$ cat src/rtl/mbfe_pkg.sv
// shared types and constants for the multiscale box feature extractor
// depends on nothing; used by the controller, the datapath and the top level
package mbfe_pkg;

  localparam int GRID_ROWS = 16;
  localparam int GRID_COLS = 32;
  localparam int ROW_BITS = 4;
  localparam int COL_BITS = 5;
  localparam int FEAT_COUNT = GRID_ROWS + GRID_COLS;

  localparam logic [1:0] CFG_CHANNEL_COUNT = 2'd0;
  localparam logic [1:0] CFG_FRAME_LENGTH = 2'd1;

  localparam logic CMD_STORE = 1'b0;
  localparam logic CMD_COMPUTE = 1'b1;

  typedef struct packed {
    logic        cmd;
    logic [6:0]  channel;
    logic [8:0]  time_index;
    logic signed [15:0] sample;
  } in_item_t;

  typedef struct packed {
    logic [9:0]  box_number;
    logic [5:0]  feat_idx;
    logic signed [23:0] feature;
    logic        last_of_box;
    logic        last_box;
    logic        no_box;
  } out_item_t;

  typedef struct packed {
    logic store;
    logic check;
    logic scan;
    logic emit_step;
    logic advance;
    logic nb_sel;
  } ctrl_cmd_t;

  typedef struct packed {
    logic nobox;
    logic issue_last;
    logic emit_last;
  } ctrl_status_t;

endpackage

$ cat src/rtl/mbfe_ctrl.sv
// sequencing state machine for store, scan and feature output
// depends on mbfe_pkg for the command and status structs
module mbfe_ctrl (
  input  logic                  clk,
  input  logic                  rst,
  input  logic                  in_valid,
  input  logic                  in_cmd,
  output logic                  in_stall,
  output logic                  out_valid,
  input  logic                  out_stall,
  output mbfe_pkg::ctrl_cmd_t   cmd,
  input  mbfe_pkg::ctrl_status_t status
);

  localparam logic [2:0] S_IDLE  = 3'd0;
  localparam logic [2:0] S_CHECK = 3'd1;
  localparam logic [2:0] S_SCAN  = 3'd2;
  localparam logic [2:0] S_DRAIN = 3'd3;
  localparam logic [2:0] S_EMIT  = 3'd4;
  localparam logic [2:0] S_NOBOX = 3'd5;

  logic [2:0] state, state_next;

  always_ff @(posedge clk) begin
    if (rst) begin
      state <= S_IDLE;
    end else begin
      state <= state_next;
    end
  end

  always_comb begin
    state_next = state;
    cmd = '0;
    in_stall = 1'b1;
    out_valid = 1'b0;
    case (state)
      S_IDLE: begin
        in_stall = 1'b0;
        if (in_valid) begin
          if (in_cmd == mbfe_pkg::CMD_STORE) begin
            cmd.store = 1'b1;
          end else begin
            state_next = S_CHECK;
          end
        end
      end
      S_CHECK: begin
        cmd.check = 1'b1;
        state_next = status.nobox ? S_NOBOX : S_SCAN;
      end
      S_SCAN: begin
        cmd.scan = 1'b1;
        if (status.issue_last) begin
          state_next = S_DRAIN;
        end
      end
      S_DRAIN: begin
        state_next = S_EMIT;
      end
      S_EMIT: begin
        out_valid = 1'b1;
        if (!out_stall) begin
          cmd.emit_step = 1'b1;
          if (status.emit_last) begin
            cmd.advance = 1'b1;
            state_next = S_IDLE;
          end
        end
      end
      S_NOBOX: begin
        out_valid = 1'b1;
        cmd.nb_sel = 1'b1;
        if (!out_stall) begin
          state_next = S_IDLE;
        end
      end
      default: begin
        state_next = S_IDLE;
      end
    endcase
  end

endmodule

$ cat config.mk
export PLATFORM = sky130hd
export DESIGN_NAME = mbfe_ctrl
export DESIGN_NICKNAME = d
export VERILOG_FILES = /design/src/rtl/mbfe_pkg.sv /design/src/rtl/mbfe_ctrl.sv
export SDC_FILE = /design/constraint.sdc
export NUM_CORES = 1
export LEC_CHECK = 0
export BUFFER_PORTS_ARGS = -buffer_cell sky130_fd_sc_hd__buf_2
export CELL_PAD_IN_SITES_DETAIL_PLACEMENT = 0
export CELL_PAD_IN_SITES_GLOBAL_PLACEMENT = 1
export CORE_AREA = 4 4 41 43
export DETAILED_ROUTE_END_ITERATION = 10
export DIE_AREA = 0 0 45 47
export GPL_ROUTABILITY_DRIVEN = 1
export PLACE_DENSITY_LB_ADDON = 0.1
export SLEW_MARGIN = 10
export SYNTH_ARGS = -nofsm -noshare
export SYNTH_HDL_FRONTEND = slang
export SYNTH_SLANG_ARGS = --single-unit
$ cat constraint.sdc
create_clock -name clk -period 1.3 [get_ports clk]
set_clock_uncertainty 0.1 [all_clocks]
set_input_delay 0.13 -clock clk [delete_from_list [all_inputs] [get_ports clk]]
set_output_delay 0.13 -clock clk [all_outputs]
set_load 0.02 [all_outputs]
==> impl_summary.md, run 1 <==
Drt
After detailed routing, the number of vias per cell comes to 4.377. The routed length per placed instance is 11.68 um. After detailed routing, the number of remaining DRC violations is 0. The detailed-router iteration count before antenna repair is 3.

The DRC violation total after the first TritonRoute iteration is 4. The routed layout has 337 vias. The number of nets with antenna violations after detailed routing is 0. Wires add up to 899 um.

Timing
The relative max-transition margin is 0.8584. Dividing the final minimum period by the clock period gives 1.159. Setup violations remaining at the end of the flow were counted as 9.

The time the worst path needs with I/O delays and setup is 1.507 ns. The maximum frequency from static timing analysis is 0.6637 GHz. The final-report max-slew violation count was 0. The number of endpoints with negative hold slack in the final report came to 0. Setup slack on the critical path of the routed design comes to -0.2067 ns. The worst hold margin is 0.1201 ns. For the pin with the worst max-slew slack, the measured transition is 0.2108 ns. Setup repair after global routing could not meet its margin everywhere.

Cells and area
In the final design database the tool counted 71 nets. The number of flip-flops under the largest register name is 3. The area growth from synthesis to layout is 194.7%. The area used by multi-input combinational logic is 212.7 sq um.

Registers take 68.82 sq um. The largest registers in the layout are state x3. The finished layout holds 77 standard cells, fillers aside. The number of inserted filler cells in the final layout is 131. The largest register by flop count is state.

The post-layout instance area is 623.1 sq um. The fraction of layout cells with a size suffix above 1 is 0.7903. The number of antenna diodes in the final layout is 0.

Setup path
The capturing element type of the critical path is a primary output. The worst path required time is 1.07 ns. The kind of cell with the highest combined delay along the critical path is simple AND/OR/NAND/NOR gates. The signal on the critical path passes through or3_4 -> nor3b_4 -> buf_6.

In this run the worst path has a maximum fanout of 3. For this run, the slowest stage of the critical path takes 0.40 ns. The category of the critical setup timing path is flop to primary output. At the worst endpoint, the arrival time is 1.28 ns.

Counting both buffers and inverters, the worst setup path holds a total of 1. The slowest stage of the critical path belongs to the cell sky130_fd_sc_hd__or3_4. STA classifies the critical path startpoint as a flop.

Die
The area of the core is 0.001301 sq mm. The initial utilization of the core area, before any placement, comes to 0.1625. The floorplan has 13 rows.

The x dimension of the die is 45 um. The floorplan step set the die height to 47 um. The number of I/O pins is 16. The die outline area is 0.002115 sq mm.

Synthesis
Each instance of the synthesized netlist takes up on average 7.832 sq um. For this run, the number of Yosys warnings is 0. The synthesized netlist cell count is 27. The synthesized netlist net count is 35. The share of the Yosys chip area taken by registers is 0.2840. The post-synth design cell area is 211.5 sq um. The synthesized design contains 3 register bits.

The number of distinct library cells after synthesis is 18.

Placed design
The number of I/O port buffers is 15. The half-perimeter wire length after detailed placement is 658.4 um. Once placement finished, the instance area stood at 372.9 sq um. Routability-driven placement finished with a final weighted congestion of 0.7967. The cell count after placement is 62.

Clock tree
The tree is rooted in a sky130_fd_sc_hd__clkbuf_4. The maximum buffer depth of the clock tree is 2. The number of sinks on the clock net is 3. The TritonCTS buffer count is 3. The register clock-pin slew on the reported worst setup and hold paths is 0.04 ns. CTS built an H-tree with a depth of 1. The later-pin clock latency in the skew report is 0.23 ns. TritonCTS built the clock tree.

Global routing
The number of antenna violations at the first check in global routing is 0. The total overflow reported by the global router is 0. Entering global routing, the biggest net connects 6 pins. In the global route stage, overall resource usage came out at 0.09866. The via count of the first global-routing pass is 373. The first global-routing pass estimated 1524 um of wire.

Pwr
The largest vdd supply drop is 410.6 uV. Dividing total power by cell area gives a power density of 894.8 mW/mm^2. In this run the static leakage power is 0.2800 nW.

Status
The final reports fail on setup timing. The flow ran to the end, but the final reports show violations.

Min path
The worst hold path belongs to the class primary input to flop.

Job
Max-cap violations in this run came to 0.
-- metal layers --
metal | part of all wire | routed length [um] | track usage | up-vias
li1 | - | - | - | 167
met1 | 0.34 | 307 | 0.09524 | 162
met2 | 0.59 | 532 | 0.1893 | 8
met3 | 0.065 | 58 | 0.03448 | 0
met4 | 0 | 0 | 0.04094 | 0
met5 | 0 | 0 | 0 | -
-- Yosys cell counts --
| library cell | n | area, sq um |
|---|---|---|
| sky130_fd_sc_hd__and2_1 | 1 | 6.260 |
| sky130_fd_sc_hd__nor4_2 | 1 | 12.51 |
| sky130_fd_sc_hd__nor3b_2 | 1 | 12.51 |
| sky130_fd_sc_hd__nor3_1 | 1 | 5.000 |
| sky130_fd_sc_hd__inv_1 | 2 | 7.510 |
| sky130_fd_sc_hd__o21ai_1 | 2 | 10.01 |
| sky130_fd_sc_hd__a32o_1 | 1 | 10.01 |
| sky130_fd_sc_hd__or3_4 | 1 | 11.26 |
| sky130_fd_sc_hd__nand2b_1 | 2 | 12.51 |
| sky130_fd_sc_hd__o211ai_1 | 1 | 7.510 |
| sky130_fd_sc_hd__o22ai_1 | 1 | 6.260 |
| sky130_fd_sc_hd__a211oi_1 | 1 | 7.510 |
| sky130_fd_sc_hd__dfxtp_1 | 3 | 60.06 |
| sky130_fd_sc_hd__nor2b_1 | 2 | 12.51 |
| sky130_fd_sc_hd__inv_2 | 1 | 3.750 |
| sky130_fd_sc_hd__and3_1 | 1 | 6.260 |
| sky130_fd_sc_hd__a21oi_1 | 1 | 5.000 |
| sky130_fd_sc_hd__nor2_1 | 4 | 15.01 |
-- cells in the final DEF (no fill, tap or decap), drive strengths merged --
cell,Yosys,routed
and2,1,1
nor2,4,4
nor2b,2,2
and3,1,1
dfxtp,3,3
a211oi,1,1
o21ai,2,2
a32o,1,1
nand2b,2,2
inv,3,3
clkbuf,0,4
nor4,1,1
or3,1,1
nor3,1,1
o22ai,1,1
dlygate4sd3,0,1
buf,0,30
nor3b,1,1
a21oi,1,1
o211ai,1,1
-- power by group --
group | internal (W) | switching [W]
sequential | 0.000103 | 0.0000118
combinational | 0.000165 | 0.000121
clock | 0.000115 | 0.0000427
total | 0.000383 | 0.000175
-- final cells by class --
class | count | share of cell area
inverter | 3 | 0.02209
tap | 15 | 0.03012
timing repair buffer | 31 | 0.4538
sequential | 3 | 0.1104
clock buffer | 4 | 0.04217
multi-input combinational | 21 | 0.3414
-- metrics by stage --
stage / util / setup TNS [ns] / worst slack (ns) / power (W)
3_5_place_dp: 0.2865 / -0.02446 / -0.02446 / 0.0002782
4_1_cts: 0.4375 / -0.9812 / -0.2163 / 0.0005395
2_1_floorplan: - / -0.01701 / -0.01701 / 0.0002044
5_1_grt: 0.4788 / -1.421 / -0.2438 / 0.0005878
3_3_place_gp: 0.2865 / 0 / 0.01080 / 0.0002774
6_report: 0.4788 / -1.016 / -0.2067 / 0.0005575
-- final timing paths --
check,startpoint,endpoint,slack (ns),cells after the start
min,out_stall,state[0],0.12,2
max reg2reg,state[1],state[0],-0.07,6
max,state[2],cmd[5],-0.21,3
min reg2reg,state[0],state[2],0.46,2
-- kinds of logic after synthesis --
| group | Yosys count | synth area share |
|---|---|---|
| and+or+nand+nor | 14 | 0.4437 |
| DFF | 3 | 0.2840 |
| buffers and inverters | 3 | 0.05325 |
| AOI/OAI and AO/OA | 7 | 0.2190 |
-- repair_timing --
action / in CTS / in global routing
setup buffers: 7 / 4
hold buffers: 1 / 0
pin swaps: 4 / 6
gates resized for setup: 32 / 8
endpoints found under the hold margin: 1 / 0
setup endpoints to repair: 8 / 9
No activity file was read; power rests on OpenSTA's default activity.
==> inputs of run 2 (changes only) <==
BUFFER_PORTS_ARGS = default   (was -buffer_cell sky130_fd_sc_hd__buf_2)
DONT_BUFFER_PORTS = 1   (was default)
==> impl_summary.md, run 2 (same netlist as run 1, synthesis figures left out) <==
Global routing
The number of antenna violations at the first check in global routing is 0 (unchanged). The total overflow reported by the global router came to 0 (unchanged). The first-pass GRT wire length came to 1304 um (-14%).

The largest net degree at the start of global routing was 8 (+2). The total global routing track utilization is 0.09077 (-0.007893). The via count of the first global-routing pass is 294 (-21%).

Die
The number of I/O pins is 16 (unchanged). The effective utilization at floorplan is 0.1625 (unchanged). The die outline area is 0.002115 sq mm (unchanged). The vertical extent of the die is 47 um (unchanged). The row count was 13 (unchanged). The area of the core was 0.001301 sq mm (unchanged). The x dimension of the die is 45 um (unchanged).

Timing
The final-report max-slew violation count was 0 (unchanged). The slack of the critical path is -0.1803 ns (+0.02642 ns). The number of endpoints with negative hold slack in the final report was 0 (unchanged). Setup repair after global routing could not meet its margin everywhere. The post-route fraction of the period consumed by the critical path is 1.139 (-0.02032). The relative max-transition margin came to 0.8109 (-0.04747). The final-layout setup total negative slack is -0.6308 ns (+0.3851 ns). The slew at the pin closest to its max-slew limit is 0.2833 ns (+0.07248 ns).

The total of endpoints with negative setup slack in the final report was 7 (-2). The worst hold margin is 0.01313 ns (-0.1070 ns). The maximum frequency from static timing analysis is 0.6755 GHz (+1.8%). The time the worst path needs with I/O delays and setup is 1.480 ns (-0.02642 ns).

Pwr
The post-route total power came to 0.0005250 W (-5.8%). The leakage power summed over all cells came to 0.2044 nW (-27%). The sequential cell fraction of total power was 0.218 (+0.013).

The largest vdd supply drop came to 413.6 uV (+0.72%). The internal power of the cells was 0.0003543 W (-7.4%). The combinational cell fraction of total power is 0.459 (-0.053). The switching part of the total is 0.3251 (+0.01131). The switching power total came to 0.0001707 W (-2.4%). The clock group share of total power came to 0.324 (+0.042). The cell area power density is 1036 mW/mm^2 (+16%).

Clock tree
The register clock-pin slew on the reported worst setup and hold paths is 0.04 ns (about the same). The cell chosen for the clock root is sky130_fd_sc_hd__clkbuf_4. The TritonCTS buffer count is 3 (unchanged). The clock tree from TritonCTS is built. The maximum buffer depth of the clock tree is 2 (unchanged).

The number of sinks on the clock net is 3 (unchanged). The number of levels the H-tree was split into was 1 (unchanged). The later-pin clock latency in the skew report is 0.24 ns (about the same).

Setup path
The setup slack of the most critical reg-to-reg path is 0 ns (+0.07 ns). Walking the worst path, the cells encountered are or3_4 -> nor3b_4. The worst path required time is 1.07 ns (about the same). The worst setup path is launched from a flop. Among all stages on the critical path, the largest delay is contributed by sky130_fd_sc_hd__or3_4. The data arrival time at the worst-slack endpoint is 1.25 ns (-0.03 ns). The origin of the critical flop-to-flop path is state[1]. The capturing element type of the critical path is a primary output.

The worst reg-to-reg path cell count is 5 (-1). The largest stage delay on the critical path is 0.38 ns (-0.02 ns). The biggest fanout along the worst timing path is 2 (-1). The endpoint of the most critical register-to-register path is state[0]. By startpoint and endpoint, the worst setup path is classified as flop to primary output.

Cells and area
The largest register by flop count is state. The post-layout instance area is 506.7 sq um (-19%). The fraction of layout cells with a size suffix above 1 is 0.6667 (-0.1237). The number of flip-flops under the largest register name is 3 (unchanged). The number of inserted filler cells in the final layout is 138 (+5.3%). The net count of the finished layout is 57 (-20%).

The area growth from synthesis to layout is 139.6%. In the final layout, the registers with the most flip-flops are state x3. The library cells used most frequently in the layout, excluding fill and tap cells, are 7 x sky130_fd_sc_hd__buf_6, 6 x sky130_fd_sc_hd__buf_4, 3 x sky130_fd_sc_hd__nor2_4, 3 x sky130_fd_sc_hd__clkbuf_4, 3 x sky130_fd_sc_hd__dlygate4sd3_1. The library cell used most frequently in the layout, excluding fill and tap cells, is sky130_fd_sc_hd__buf_6. The number of inserted diodes was 0 (unchanged).

Drt
The number of nets with antenna violations after detailed routing was 0 (unchanged). The total via count after detailed routing is 276 (-18%). The DRC violation total after the first TritonRoute iteration is 1 (-3).

The total wire length is 819 um (-8.9%). The number of design rule violations left after detail routing is 0 (unchanged). The routed length per placed instance is 13.00 um (+11%). The detailed-router iteration count before antenna repair is 2 (-1). The routed via count divided by cell count is 4.381 (about the same).

Status
The final reports fail on setup timing. The run finished, with violations left.

Job
The count of max-cap constraint violations is 0 (unchanged).

Min path
The worst hold path begins at out_stall. In this run the worst hold path is classified as primary input to flop. The worst hold path stage count is 2 (unchanged).

The worst hold path terminates at state[2].

Placed design
The pre-CTS setup slack is 0.02793 ns (+0.05240 ns). The half-perimeter wire length after detailed placement is 581.8 um (-12%). The post-place instance area is 315.3 sq um (-15%). The number of I/O port buffers is 0 (-15).

The final RePlAce weighted congestion is 0.7187 (-9.8%).
-- run 2: cell types whose count changed in the layout (fill, tap and decap cells not counted), sizes merged --
cell,before,now
buf,30,14
dlygate4sd3,1,3
-- run 2: worst max-delay path by stage --
stage	start	endpoint	slack (ns)	depth (start not counted)
finish	state[1]	cmd[5]	-0.18	2
global route	state[1]	cmd[5]	-0.24	2
CTS	state[2]	cmd[5]	-0.19	2
detailed placement	state[0]	cmd[5]	0.03	2
global placement	state[2]	cmd[5]	0.05	2
floorplan	state[2]	cmd[1]	-0.02	3
-- run 2: final cells by class --
type | count | area, sq um | area share
sequential | 3 | 68.82 | 0.1358
clock buffer | 4 | 26.28 | 0.05185
inverter | 3 | 11.26 | 0.02222
timing repair buffer | 17 | 173.9 | 0.3432
multi-input combinational | 21 | 207.7 | 0.4099
tap | 15 | 18.77 | 0.03704
-- run 2: timing repair --
action	4_1_cts	5_1_grt
endpoints found under the setup margin	8	9
hold buffers	2	1
pin swaps	2	4
buffers inserted	2	3
gates resized for setup	16	7
hold endpoints to repair	2	1
-- run 2: per-stage QoR --
stage	std cells	utilization
floorplan	27	-
finish	63	0.3894
CTS	59	0.3298
global route	63	0.3894
detailed placement	51	0.2423
global placement	51	0.2423
-- run 2: power groups by stage --
stage	sequential [W]	clock, W	combinational, W
after floorplan	0.000119	0	0.0000856
after global placement	0.000118	0	0.000137
after detailed placement	0.000119	0	0.000137
after CTS	0.000118	0.000173	0.000185
after global routing	0.000115	0.000194	0.000256
final	0.000114	0.000170	0.000241
-- run 2: worst max-delay path, delay by kind of cell, from the launching register on --
kind             cells  cell delay [ns]
and+or+nand+nor      2             0.67
DFF                  1             0.34
-- run 2: routing by layer --
layer	GRT usage	vias to the layer above	wire length, um
met2	0.1356	11	435
met5	0	-	0
met1	0.08844	126	303
li1	-	137	-
met3	0.07280	2	71
met4	0.05263	0	8
